### src/tct_pkg.sv
package tct_pkg;

   // screen geometry defaults
   localparam int COLUMNS_DEFAULT = 80;
   localparam int ROWS_DEFAULT    = 25;

   // item field widths
   localparam int OP_W    = 2;
   localparam int CODE_W  = 8;
   localparam int INDEX_W = 11;
   localparam int POS_W   = 11;
   localparam int ATTR_W  = 8;

   // operation codes
   localparam logic [OP_W-1:0] OP_PUT   = 2'd0;
   localparam logic [OP_W-1:0] OP_CLEAR = 2'd1;
   localparam logic [OP_W-1:0] OP_READ  = 2'd2;

   // control characters and attribute reset
   localparam logic [CODE_W-1:0] CODE_NEWLINE   = 8'd10;
   localparam logic [CODE_W-1:0] CODE_BACKSPACE = 8'd8;
   localparam logic [CODE_W-1:0] CODE_BLANK     = 8'd0;
   localparam logic [ATTR_W-1:0] ATTR_RESET     = 8'h0f;

   // register port
   localparam int CSR_ADDR_W = 3;
   localparam int CSR_DATA_W = 32;
   localparam logic REG_TEXT_ATTRIBUTE = 1'b0;

   // command queue between front and back
   localparam int QUEUE_DEPTH = 2;
   localparam int QUEUE_PTR_W = $clog2(QUEUE_DEPTH);
   localparam int QUEUE_CNT_W = $clog2(QUEUE_DEPTH + 1);

   typedef enum logic [2:0] {
      CMD_NOP,
      CMD_CHAR,
      CMD_NEWLINE,
      CMD_BACKSPACE,
      CMD_CLEAR,
      CMD_READ
   } cmd_kind_type;

   typedef struct packed {
      cmd_kind_type        kind;
      logic [CODE_W-1:0]   code;
      logic [INDEX_W-1:0]  index;
   } cmd_type;

   typedef enum logic [2:0] {
      BK_INIT,
      BK_IDLE,
      BK_CLEAR,
      BK_SCROLL,
      BK_FILL,
      BK_DONE
   } back_state_type;

   typedef struct packed {
      logic init_busy;
   } back_status_type;

endpackage

### src/tct_req_if.sv
interface tct_req_if;
   logic                        valid;
   logic                        ready;
   logic [tct_pkg::OP_W-1:0]    operation;
   logic [tct_pkg::CODE_W-1:0]  char_code;
   logic [tct_pkg::INDEX_W-1:0] cell_index;

   modport source (output valid, output operation, output char_code, output cell_index,
                   input ready);
   modport sink (input valid, input operation, input char_code, input cell_index,
                 output ready);
endinterface

### src/tct_front.sv
module tct_front #(
   parameter int COLUMNS = tct_pkg::COLUMNS_DEFAULT,
   parameter int ROWS    = tct_pkg::ROWS_DEFAULT
) (
   tct_req_if.sink                 req,
   input  tct_pkg::back_status_type status,
   input  logic                    q_full,
   output logic                    q_push,
   output tct_pkg::cmd_type        q_cmd
);

   localparam int CELL_COUNT = COLUMNS * ROWS;

   // take items while the queue has room and the power-up clear is done
   assign req.ready = !q_full && !status.init_busy;
   assign q_push    = req.valid && req.ready;

   // classify the item into a back-end command
   always_comb begin
      q_cmd.code  = req.char_code;
      q_cmd.index = req.cell_index;
      case (req.operation)
         tct_pkg::OP_PUT: begin
            if (req.char_code == tct_pkg::CODE_NEWLINE) begin
               q_cmd.kind = tct_pkg::CMD_NEWLINE;
            end else if (req.char_code == tct_pkg::CODE_BACKSPACE) begin
               q_cmd.kind = tct_pkg::CMD_BACKSPACE;
            end else begin
               q_cmd.kind = tct_pkg::CMD_CHAR;
            end
         end
         tct_pkg::OP_CLEAR: begin
            q_cmd.kind = tct_pkg::CMD_CLEAR;
         end
         tct_pkg::OP_READ: begin
            // a read past the store answers zeros
            if (32'(req.cell_index) < 32'(CELL_COUNT)) begin
               q_cmd.kind = tct_pkg::CMD_READ;
            end else begin
               q_cmd.kind = tct_pkg::CMD_NOP;
            end
         end
         default: begin
            q_cmd.kind = tct_pkg::CMD_NOP;
         end
      endcase
   end

endmodule

### src/flat_wrapper.sv
// flat-port wrapper written by rule: the top's interface ports become plain ports
module tct_front_flat 
#(
   parameter int COLUMNS = tct_pkg::COLUMNS_DEFAULT,
   parameter int ROWS    = tct_pkg::ROWS_DEFAULT
)
  (status, q_full, q_push, q_cmd, req_valid, req_operation, req_char_code, req_cell_index, req_ready);
  tct_req_if req_i ();
  input  tct_pkg::back_status_type status;
  input  logic q_full;
  output logic q_push;
  output tct_pkg::cmd_type q_cmd;
  input wire logic [$bits(req_i.valid)-1:0] req_valid;
  input wire logic [$bits(req_i.operation)-1:0] req_operation;
  input wire logic [$bits(req_i.char_code)-1:0] req_char_code;
  input wire logic [$bits(req_i.cell_index)-1:0] req_cell_index;
  output wire logic [$bits(req_i.ready)-1:0] req_ready;
  assign req_i.valid = req_valid;
  assign req_i.operation = req_operation;
  assign req_i.char_code = req_char_code;
  assign req_i.cell_index = req_cell_index;
  assign req_ready = req_i.ready;
  tct_front #(.COLUMNS(COLUMNS), .ROWS(ROWS)) u_core (.req(req_i), .status(status), .q_full(q_full), .q_push(q_push), .q_cmd(q_cmd));
endmodule
### config.mk
export PLATFORM = sky130hd
export DESIGN_NAME = tct_front_flat
export DESIGN_NICKNAME = d
export VERILOG_FILES = /design/src/tct_pkg.sv /design/src/tct_req_if.sv /design/src/tct_front.sv /design/src/flat_wrapper.sv
export SDC_FILE = /design/constraint.sdc
export NUM_CORES = 1
export LEC_CHECK = 0
export ABC_AREA = 0
export BUFFER_PORTS_ARGS = -buffer_cell sky130_fd_sc_hd__buf_2
export CAP_MARGIN = 20
export CELL_PAD_IN_SITES_DETAIL_PLACEMENT = 1
export CELL_PAD_IN_SITES_GLOBAL_PLACEMENT = 1
export CORE_ASPECT_RATIO = 0.9
export CORE_MARGIN = 2
export CORE_UTILIZATION = 14
export DETAILED_ROUTE_END_ITERATION = 8
export PLACE_DENSITY = 0.85
export REMOVE_ABC_BUFFERS = 1
export SYNTH_ARGS = -nofsm -noshare
export SYNTH_HDL_FRONTEND = slang
export SYNTH_SLANG_ARGS = --single-unit
### constraint.sdc
create_clock -name vclk -period 0.9
set_input_delay 0.18 -clock vclk [all_inputs]
set_output_delay 0.18 -clock vclk [all_outputs]
set_load 0.005 [all_outputs]
# Word-level counts from Yosys, hierarchy flattened
# Cells that the tools add are included.
[word_totals]
inputBits = 24
output_inout_bits = 24
ff_bits = 0
word_cells = 14
[classes]
n_eq_ne = 4
n_mux = 4
order_cmp = 1
reduce_logical = 5
[ops]
columns = ["op", "count"]
rows = [
  ["== test 8 x 4 -> 1 bit, second input constant", 2],
  ["< comparator 11 bit, second input constant", 1],
  ["one-hot mux 3 bit (3 select lines)", 1],
  ["2-to-1 mux 3 bit", 2],
  ["== test 2 x 1 -> 1 bit, second input constant", 1],
  ["== test 2 bit, second input constant", 1],
  ["logical AND 1 bit", 2],
  ["logical NOT 1 bit", 2],
  ["logical NOT 2 bit", 1],
  ["2-to-1 mux 2 bit", 1],
]

# Depth between registers and ports, before layout
[logic_depth]
word_depth = 4
depth_mapped = 3
ltp_nobuf = 3

# Worst setup path after synthesis
# Ideal clock, no wire load.
[synth_timing]
path_kind = "input-to-output"
startpoint = "in req_operation[1]"
endpoint = "out q_cmd[19] in the netlist's numbering"
t_required_ns = 0.720
arrival_time_ns = 0.668
slack_ns = 0.052
stages = 3
cell_sequence = "nor4b_2 -> a31o_1 -> a21oi_1"
[synth_lines]
columns = ["element", "line_no", "text"]
rows = [
  ["start: declaration", "flat_wrapper.sv:14", "input wire logic [$bits(req_i.operation)-1:0] req_operation;"],
  ["end: declaration", "flat_wrapper.sv:12", "output tct_pkg::cmd_type q_cmd;"],
]

==> results by group <==
Layout
  – Layout cells sized above 1: 0.800
  – Non-Filler Instances: 79
  – Clkbuf count: 0
  – Layout area overhead: 58.0%
  – FF+latch area: 0 um2
  – Utilization after layout: 0.232
  – Ant diodes: 0
  – Fillers: 221
  – NumNets Final: 81
  – Sequential cell count: 0

Setup path
  – Crit start category: input port
  – Crit path cell chain: buf_6 > nor4_4 > a31o_1 > a21oi_1 > buf_2
  – Required @ worst endpoint: 0.72 ns
  – Crit path buffers/inverters: 2
  – WP data arrival: 0.90 ns
  – Crit path largest cell delay: 0.29 ns
  – Endpoint type of the worst setup path: output pin
  – Critical path class: input port to output pin
  – Critical-path top delay cell: nor4_4
  – Largest delay share family, worst path: simple AND/OR/NAND/NOR gates
  – Crit Path Max Fanout: 2

STA
  – Min Hold Slack: 0.360 ns
  – RSZ-0062 raised after global routing: yes
  – Hold Vio Cnt, Final: 0
  – Max-slew violation count: 0
  – Tightest Pin Transition: 0.228 ns
  – Final period util: 1.20
  – # setup viols final: 3
  – Fin worst setup slack: -0.183 ns
  – Rel. slew slack: 0.847
  – Fmax: 0.923 GHz
  – Period minus WS final: 1.08 ns

Placed design
  – IO buf count: 40
  – Worst slack at placement: -0.233 ns
  – Post-detail-place hpwl: 692 um
  – Final Wtd Congestion: 0.724
  – Cells after DPL: 79

Run
  – Max Cap Viol: 0

Status
  – Status: finished with violations
  – Failing checks: negative setup slack

Global routing
  – Gr ovfl total: 0
  – Initial antenna violation count: 0
  – Number of global-route vias before repair: 281
  – First-pass GRT wire length: 1170 um
  – GRT Overall Usage: 0.0748
  – Pin count of the biggest net entering global routing: 4

Power and ir drop
  – Pleak: 0.212 nW
  – Pwr/cell area: 400 nW/um2
  – Peak VDD IR: 0.103 mV

Logic synthesis
  – Post-Syn Area per Cell: 7.55 um2
  – Cell Area, Synth: 241 um2
  – Register area share after synthesis: 0
  – Synth cell types: 12
  – Number of warnings issued by yosys: 0
  – Cells after Synth: 32

Die
  – Total die area: 2070 um2
  – Initial Utilization: 0.147
  – Die height: 43.4 um
  – Ports: 48
  – FP Rows: 14
  – Core area: 1650 um2
  – DIE WIDTH: 47.8 um

Route
  – Routed len/inst: 10.1 um
  – WL final: 797 um
  – Via/cell ratio: 3.68
  – DR vias: 291
  – DRT antenna net count: 0
  – DR iter-0 viols: 1
  – First-pass detailed-route iteration total: 2
  – DR DRC count: 0

Min path
  – Hold crit path type: input port to output pin
  – Hold Crit Endpoint: q_cmd[2]
  – Min-delay src: req_cell_index[2]
  – Hold Path Depth: 0

Clock tree
  – Hold buffer count at cts: 0
==> stage by stage <==
stage	cell area, um2	power [mW]	TNS [ns]
final	382	0.153	-0.439
after CTS	372	0.150	-0.476
after global routing	382	0.169	-0.661
after floorplan	98.8	0.0201	0
after detailed placement	344	0.137	-0.550
after global placement	344	0.135	-0.496
==> cell usage after synthesis <==
| master | instances | area [um2] |
|---|---|---|
| nor4_4 | 1 | 21.3 |
| nand3_1 | 1 | 5.00 |
| nor4b_2 | 1 | 15.0 |
| o211ai_1 | 1 | 7.51 |
| nor2_1 | 3 | 11.3 |
| and2_1 | 1 | 6.26 |
| o21ai_0 | 1 | 5.00 |
| buf_4 | 19 | 143 |
| a31o_1 | 1 | 8.76 |
| mux2i_1 | 1 | 10.0 |
| nand2_1 | 1 | 3.75 |
| a21oi_1 | 1 | 5.00 |
==> worst max path at each step <==
stage               depth (start not counted)        end             start  slack (ns)
global placement                            5  q_cmd[19]  req_operation[1]       -0.22
detailed placement                          5  q_cmd[19]  req_char_code[5]       -0.23
global route                                5  q_cmd[19]  req_char_code[0]       -0.25
finish                                      5  q_cmd[19]  req_char_code[6]       -0.18
CTS                                         5  q_cmd[19]  req_char_code[6]       -0.20
floorplan                                   3  q_cmd[19]  req_operation[1]        0.05
==> layout by cell type, fill, tap and decap left out <==
master	Yosys	layout
nand3_1	1	1
o211ai_1	1	1
nand2_1	1	1
a31o_1	1	1
and2_1	1	1
nor2_1	3	3
nor4_4	1	1
a21oi_1	1	1
mux2i_1	1	1
buf_6	0	3
nor4b_4	0	1
buf_2	0	36
buf_4	19	2
o21ai_0	1	1
buf_8	0	1
==> cell type report <==
| class | count | area (um2) | share of cell area |
|---|---|---|---|
| timing repair buffer | 42 | 244 | 0.639 |
| multi-input combinational | 13 | 108 | 0.282 |
| tap | 24 | 30.0 | 0.0787 |
==> layer usage <==
metal | up-vias | global-route usage | routed length (um)
met5 | - | 0 | 0
met4 | 0 | 0 | 0
met3 | 0 | 0.00833 | 121
met2 | 35 | 0.155 | 412
met1 | 120 | 0.0810 | 263
li1 | 136 | - | -
==> kinds of logic after synthesis <==
logic type / share of synthesized area
buf+inv: 0.591
compound gates: 0.109
mux: 0.0415
simple gates: 0.259
==> power breakdown <==
| group | internal [mW] | leakage, nW | switching (mW) |
|---|---|---|---|
| registers | 0 | 0 | 0 |
| logic | 0.0913 | 0.212 | 0.0613 |
| clock network | 0 | 0 | 0 |
| total | 0.0913 | 0.212 | 0.0613 |
==> what timing repair did <==
| item | in CTS | in global routing |
|---|---|---|
| pin swaps | 4 | 2 |
| endpoints found under the setup margin | 3 | 3 |
| setup buffers | 0 | 0 |
| resized for setup | 6 | 3 |
Power figures use the tool's default switching activity.
