==> config.mk <==
export PLATFORM = sky130hd
export DESIGN_NAME = tct_cmd_queue
export DESIGN_NICKNAME = d
export VERILOG_FILES = /design/src/tct_pkg.sv /design/src/tct_cmd_queue.sv
export SDC_FILE = /design/constraint.sdc
export NUM_CORES = 1
export LEC_CHECK = 0
export BUFFER_PORTS_ARGS = -buffer_cell sky130_fd_sc_hd__buf_2
export CAP_MARGIN = 20
export CORE_ASPECT_RATIO = 0.9
export CORE_MARGIN = 2
export CORE_UTILIZATION = 52
export DETAILED_ROUTE_END_ITERATION = 6
export PLACE_DENSITY = 0.8
export REMOVE_ABC_BUFFERS = 1
export SLEW_MARGIN = 20
export SYNTH_ARGS = -nofsm -noshare
export SYNTH_HDL_FRONTEND = slang
export SYNTH_SLANG_ARGS = --single-unit
==> constraint.sdc <==
create_clock -name clock -period 4.4 [get_ports clock]
set_input_delay 0.22 -clock clock [delete_from_list [all_inputs] [get_ports clock]]
set_output_delay 0.22 -clock clock [all_outputs]
set_load 0.05 [all_outputs]
==> src/tct_pkg.sv <==
package tct_pkg;

   // screen geometry defaults
   localparam int COLUMNS_DEFAULT = 80;
   localparam int ROWS_DEFAULT    = 25;

   // item field widths
   localparam int OP_W    = 2;
   localparam int CODE_W  = 8;
   localparam int INDEX_W = 11;
   localparam int POS_W   = 11;
   localparam int ATTR_W  = 8;

   // operation codes
   localparam logic [OP_W-1:0] OP_PUT   = 2'd0;
   localparam logic [OP_W-1:0] OP_CLEAR = 2'd1;
   localparam logic [OP_W-1:0] OP_READ  = 2'd2;

   // control characters and attribute reset
   localparam logic [CODE_W-1:0] CODE_NEWLINE   = 8'd10;
   localparam logic [CODE_W-1:0] CODE_BACKSPACE = 8'd8;
   localparam logic [CODE_W-1:0] CODE_BLANK     = 8'd0;
   localparam logic [ATTR_W-1:0] ATTR_RESET     = 8'h0f;

   // register port
   localparam int CSR_ADDR_W = 3;
   localparam int CSR_DATA_W = 32;
   localparam logic REG_TEXT_ATTRIBUTE = 1'b0;

   // command queue between front and back
   localparam int QUEUE_DEPTH = 2;
   localparam int QUEUE_PTR_W = $clog2(QUEUE_DEPTH);
   localparam int QUEUE_CNT_W = $clog2(QUEUE_DEPTH + 1);

   typedef enum logic [2:0] {
      CMD_NOP,
      CMD_CHAR,
      CMD_NEWLINE,
      CMD_BACKSPACE,
      CMD_CLEAR,
      CMD_READ
   } cmd_kind_type;

   typedef struct packed {
      cmd_kind_type        kind;
      logic [CODE_W-1:0]   code;
      logic [INDEX_W-1:0]  index;
   } cmd_type;

   typedef enum logic [2:0] {
      BK_INIT,
      BK_IDLE,
      BK_CLEAR,
      BK_SCROLL,
      BK_FILL,
      BK_DONE
   } back_state_type;

   typedef struct packed {
      logic init_busy;
   } back_status_type;

endpackage

==> src/tct_cmd_queue.sv <==
module tct_cmd_queue (
   input  logic             clock,
   input  logic             reset,
   input  logic             push,
   input  tct_pkg::cmd_type push_cmd,
   output logic             full,
   input  logic             pop,
   output tct_pkg::cmd_type pop_cmd,
   output logic             not_empty
);

   tct_pkg::cmd_type                  entries_ff [tct_pkg::QUEUE_DEPTH];
   logic [tct_pkg::QUEUE_PTR_W-1:0]   wr_ptr_ff, wr_ptr_in;
   logic [tct_pkg::QUEUE_PTR_W-1:0]   rd_ptr_ff, rd_ptr_in;
   logic [tct_pkg::QUEUE_CNT_W-1:0]   count_ff, count_in;

   localparam logic [tct_pkg::QUEUE_PTR_W-1:0] LAST_PTR =
      tct_pkg::QUEUE_PTR_W'(tct_pkg::QUEUE_DEPTH - 1);
   localparam logic [tct_pkg::QUEUE_CNT_W-1:0] DEPTH_CNT =
      tct_pkg::QUEUE_CNT_W'(tct_pkg::QUEUE_DEPTH);

   assign full      = (count_ff == DEPTH_CNT);
   assign not_empty = (count_ff != '0);
   assign pop_cmd   = entries_ff[rd_ptr_ff];

   // pointer and fill count update
   always_comb begin
      wr_ptr_in = wr_ptr_ff;
      rd_ptr_in = rd_ptr_ff;
      count_in  = count_ff;
      if (push) begin
         wr_ptr_in = (wr_ptr_ff == LAST_PTR) ? '0 : wr_ptr_ff + 1'b1;
      end
      if (pop) begin
         rd_ptr_in = (rd_ptr_ff == LAST_PTR) ? '0 : rd_ptr_ff + 1'b1;
      end
      if (push && !pop) begin
         count_in = count_ff + 1'b1;
      end else if (pop && !push) begin
         count_in = count_ff - 1'b1;
      end
   end

   always_ff @(posedge clock) begin
      if (reset) begin
         wr_ptr_ff <= '0;
         rd_ptr_ff <= '0;
         count_ff  <= '0;
      end else begin
         wr_ptr_ff <= wr_ptr_in;
         rd_ptr_ff <= rd_ptr_in;
         count_ff  <= count_in;
      end
   end

   // entry storage
   always_ff @(posedge clock) begin
      if (push) begin
         entries_ff[wr_ptr_ff] <= push_cmd;
      end
   end

endmodule

Word level (Yosys, flattened, before mapping)
Memories as Yosys holds them, arrays and structs flattened. A register that Yosys moved wholly into a read port is not among the register bits.
Index checks and enable logic that the tools add are counted.
Widths: inputs -> output; s select.
{"block": "word_totals", "regBits": 4, "ram_bits": 44, "inputBits": 26, "out_inout_bits": 24, "elab_cells": 23, "memories": 1}
{"name": "entries_ff", "words": 2, "width": 22, "read_ports": 1, "rd_clocked_by_memory_dff": 1, "write_ports": 1, "line_no": "tct_cmd_queue.sv:12", "text": "tct_pkg::cmd_type entries_ff [tct_pkg::QUEUE_DEPTH];"}
{"block": "op_classes", "addsub": 4, "n_eq_ne": 1, "muxes": 8, "n_reduce_logical": 6}
{"cell": "$mux 1", "n": 6}
{"cell": "$mux 2", "n": 2}
{"cell": "$reduce_bool 2->1", "n": 2}
{"cell": "$add 1x1->1 const B", "n": 2}
{"cell": "$add 2x1->2 const B", "n": 1}
{"cell": "$eq 2x2->1 const B", "n": 1}
{"cell": "$logic_and 1x1->1", "n": 2}
{"cell": "$logic_not 1->1", "n": 2}
{"cell": "$sub 2x1->2 const B", "n": 1}

Logic depth before layout (Yosys ltp)
{"block": "depth", "depth_word": 4, "ltp_mapped": 5, "mapped_depth_nobuf": 5}

Least setup slack after synthesis
Ideal clock, no wire load.
{"block": "synth_timing", "path_type": "register to register", "startpoint": "register wr_ptr_ff", "endpoint": "memory entries_ff[0][0] (netlist bit) (enable)", "setup_time_ns": 0.403, "arrival_time_ns": 1.328, "t_required_ns": 3.997, "slack_ns": 2.668, "path_stages_with_launch": 2, "path_buffers": 0, "period_less_slack_ns": 1.732, "cell_sequence": "dfxtp_1 -> nor2b_1"}
{"element": "start: declaration", "line_no": "tct_cmd_queue.sv:13", "text": "logic [tct_pkg::QUEUE_PTR_W-1:0] wr_ptr_ff, wr_ptr_in;"}
{"element": "start signal: assignment", "line_no": "tct_cmd_queue.sv:50", "text": "wr_ptr_ff <= wr_ptr_in;"}
{"element": "end: declaration", "line_no": "tct_cmd_queue.sv:12"}
No word-level cell before the write port.

==> qor.log <==
INFO  setup_path     rr_worst_depth=1
INFO  run_status     status=finished clean
INFO  route          vias_per_cell=4.88
INFO  yosys          synth_largest_area_cell=sky130_fd_sc_hd__edfxtp_1
INFO  cts            postCtsSetupBuffers=0
INFO  cells_and_area layout.nets=171
INFO  die            core_area=3330um^2
INFO  timing         fin_worst_skew=0.00298ns
INFO  timing         grt_setup_unrepaired=false
INFO  worst_hold_path min_path_type=in -> reg
INFO  route          wire_per_inst=14.8um
INFO  placed_design  dp_cells=181
INFO  grt            first_global_vias=920
INFO  yosys          ys_warn_count=0
INFO  yosys          post_synth_instance_area=1790um^2
INFO  setup_path     crit_type=reg -> out
INFO  setup_path     path_depth=2
INFO  grt            antenna_found_initial=0
INFO  cts            clkSinkCount=49
INFO  setup_path     timing.critical_path.required=4.18ns
INFO  grt            grt_pass1_wl=4.27mm
INFO  grt            grt_overflow_total=0
INFO  yosys          synth_seq_cells=49
INFO  die            die-width=65.8um
INFO  timing         setup_viol=0
INFO  cells_and_area layout-drive-gt1-share=56.6%
INFO  cts            cts.reportedPaths.clkPinSlew=0.08ns
INFO  yosys          yosys-top-cells-area=sky130_fd_sc_hd__edfxtp_1 74%, sky130_fd_sc_hd__mux2_2 14%, sky130_fd_sc_hd__dfxtp_1 5.6%
INFO  timing         timing.final.crit_period=2.09ns
INFO  timing         timing.slew.headroom=33.1%
INFO  yosys          synthesis.instances=90
INFO  cells_and_area antennaDiodeCount=0
INFO  cts            ctsResizeCount=0
INFO  cts            clock-root-buffer=sky130_fd_sc_hd__clkbuf_8
INFO  power_and_ir_drop power_per_cell_area=479nW/um^2
INFO  route          vias=923
INFO  setup_path     worst_path_dominant_cell_family=flip-flops
INFO  placed_design  placement.setup.worst_slack=2.61ns
INFO  yosys          postSynthAreaPerCell=19.9um^2
INFO  route          detailedRoute.firstPassIterationCount=3
INFO  die            die_y=59.7um
INFO  timing         max_clock_freq=478MHz
INFO  die            core.rowCount=20
INFO  cts            cts_buffers=5
INFO  die            initial_utilization=53.8%
INFO  grt            grt_max_degree=23
INFO  cells_and_area final_cells=189
INFO  setup_path     critical_path.slowest_cell=sky130_fd_sc_hd__dfxtp_1
INFO  timing         worst_slew_pin_slew=1.00ns
INFO  route          drt_drc_violations_left=0
INFO  setup_path     cp_max_fo=22
INFO  worst_hold_path timing.hold.worst_path_depth=1
INFO  route          drt.antenna.violating_nets=0
INFO  placed_design  finalWeightedCongestion=0.675
INFO  cells_and_area synthToLayoutAreaGrowth=23.1%
INFO  setup_path     cp_peak_stage_delay=0.93ns
INFO  grt            grt_use_total=15.4%
INFO  route          initialDrtViolationCount=38
INFO  setup_path     cp-end-kind=output pin
INFO  power_and_ir_drop power.static_leakage=0.846nW
INFO  flow_run       max-cap-violations=0
INFO  timing         totalNegativeSetupSlack=0ns
INFO  yosys          post-synth-top-area-fraction=73.8%
INFO  setup_path     critPathBufInv=1
INFO  die            fp.dieArea=3930um^2
INFO  setup_path     timing.critical_path.cells=mux2_2, buf_2
INFO  placed_design  post-dp-hpwl=1.93mm
INFO  power_and_ir_drop peakVddDrop=0.226mV
INFO  yosys          seq_total_area_yosys=79.4%
INFO  route          totalWireLength=2.79mm
INFO  cts            cts-hold-fix-buffers=0
INFO  cts            clk_latency=0.29ns
INFO  yosys          yosys.cell_types.count=16
INFO  setup_path     timing.critical_path.from_type=register
INFO  setup_path     timing.critical_path.arrival=1.87ns
INFO  timing         fin_crit_sh=47.5%
INFO  timing         finalMaxSlewViolations=0
INFO  cts            cts_tree=built
INFO  placed_design  numPortBuffers=49
INFO  cts            max-clock-path-buffers=2
INFO  timing         setup_slack=2.31ns
INFO  timing         hold_viol_final=0
INFO  cts            cts_htree_levels=2
INFO  die            top_level_ports=50
-- placed cells by master, fill, tap and decap left out, drive strengths merged --
cell / netlist / final
a21oi: 1 / 1
and2: 1 / 1
and2b: 1 / 1
buf: 2 / 49
bufinv: 0 / 1
clkbuf: 0 / 5
clkinv: 0 / 1
clkinvlp: 0 / 1
dfxtp: 5 / 5
edfxtp: 44 / 44
ha: 1 / 1
inv: 1 / 1
mux2: 22 / 22
nor2: 4 / 4
nor2b: 1 / 1
o21ai: 1 / 1
or2: 1 / 1
or3: 1 / 1
xnor2: 2 / 2
xor2: 2 / 2
-- where the power goes --
group          internal [W]  total [W]  switching [W]
combinational     0.0000567   0.000187       0.000130
clock              0.000170   0.000311       0.000142
sequential         0.000540   0.000557      0.0000170
-- kinds of logic (layout without fill, tap and decap cells) --
logic type / count (synthesis) / in the layout / synth area share (%)
xor+xnor: 4 / 4 / 1.96
simple gates: 9 / 9 / 2.73
buf+inv: 3 / 58 / 0.769
compound gates: 2 / 2 / 0.559
mux: 22 / 22 / 13.8
flops: 49 / 49 / 79.4
fa+ha+maj: 1 / 1 / 0.699
-- metrics by stage --
stage          cell area (um^2)  total power (W)  hold WS [ns]  util, %
2_1_floorplan              1780         0.000706         0.289        -
3_3_place_gp               2080         0.000749         0.409     62.6
3_5_place_dp               2080         0.000756         0.414     62.6
4_1_cts                    2200          0.00106         0.102     66.0
5_1_grt                    2200          0.00109         0.104     66.2
6_report                   2200          0.00106         0.110     66.2
-- cell type report --
class                           instances  area, um^2
Sequential cell                        49        1420
Timing Repair Buffer                   49         245
Clock buffer                            5        68.8
Clock inverter                          3        46.3
Tap cell                               44        55.1
Fill cell                             228        1130
Multi-Input combinational cell         38         362
Inverter                                1        3.75
-- Yosys cell counts (all sizes together) --
cell     n
and2b    1
edfxtp  44
nor2b    1
or2      1
nor2     4
xnor2    2
ha       1
a21oi    1
or3      1
buf      2
dfxtp    5
xor2     2
and2     1
inv      1
mux2    22
o21ai    1
-- sequential cells by signal, summed over array words and instances (netlist names), named ones only --
signal	flops
entries_ff	44
rd_ptr_ff	1
count_ff	2
wr_ptr_ff	1
-- path summary, 6_finish.rpt --
check	to	from	slack (ns)
worst max-delay path	pop_cmd[4]	register	2.31
worst min-delay path	entries_ff[1][7]	push_cmd[7]	0.11
worst max register to register	entries_ff[1][19]	wr_ptr_ff	2.79
worst min register to register	count_ff[1]	count_ff[1]	0.51
-- metal layers --
layer,GRT usage [%],wire length [um]
met4,5.95,35
met1,18.2,1100
met2,26.0,1450
met3,5.46,204
met5,0,0
Power figures use the tool's default switching activity.
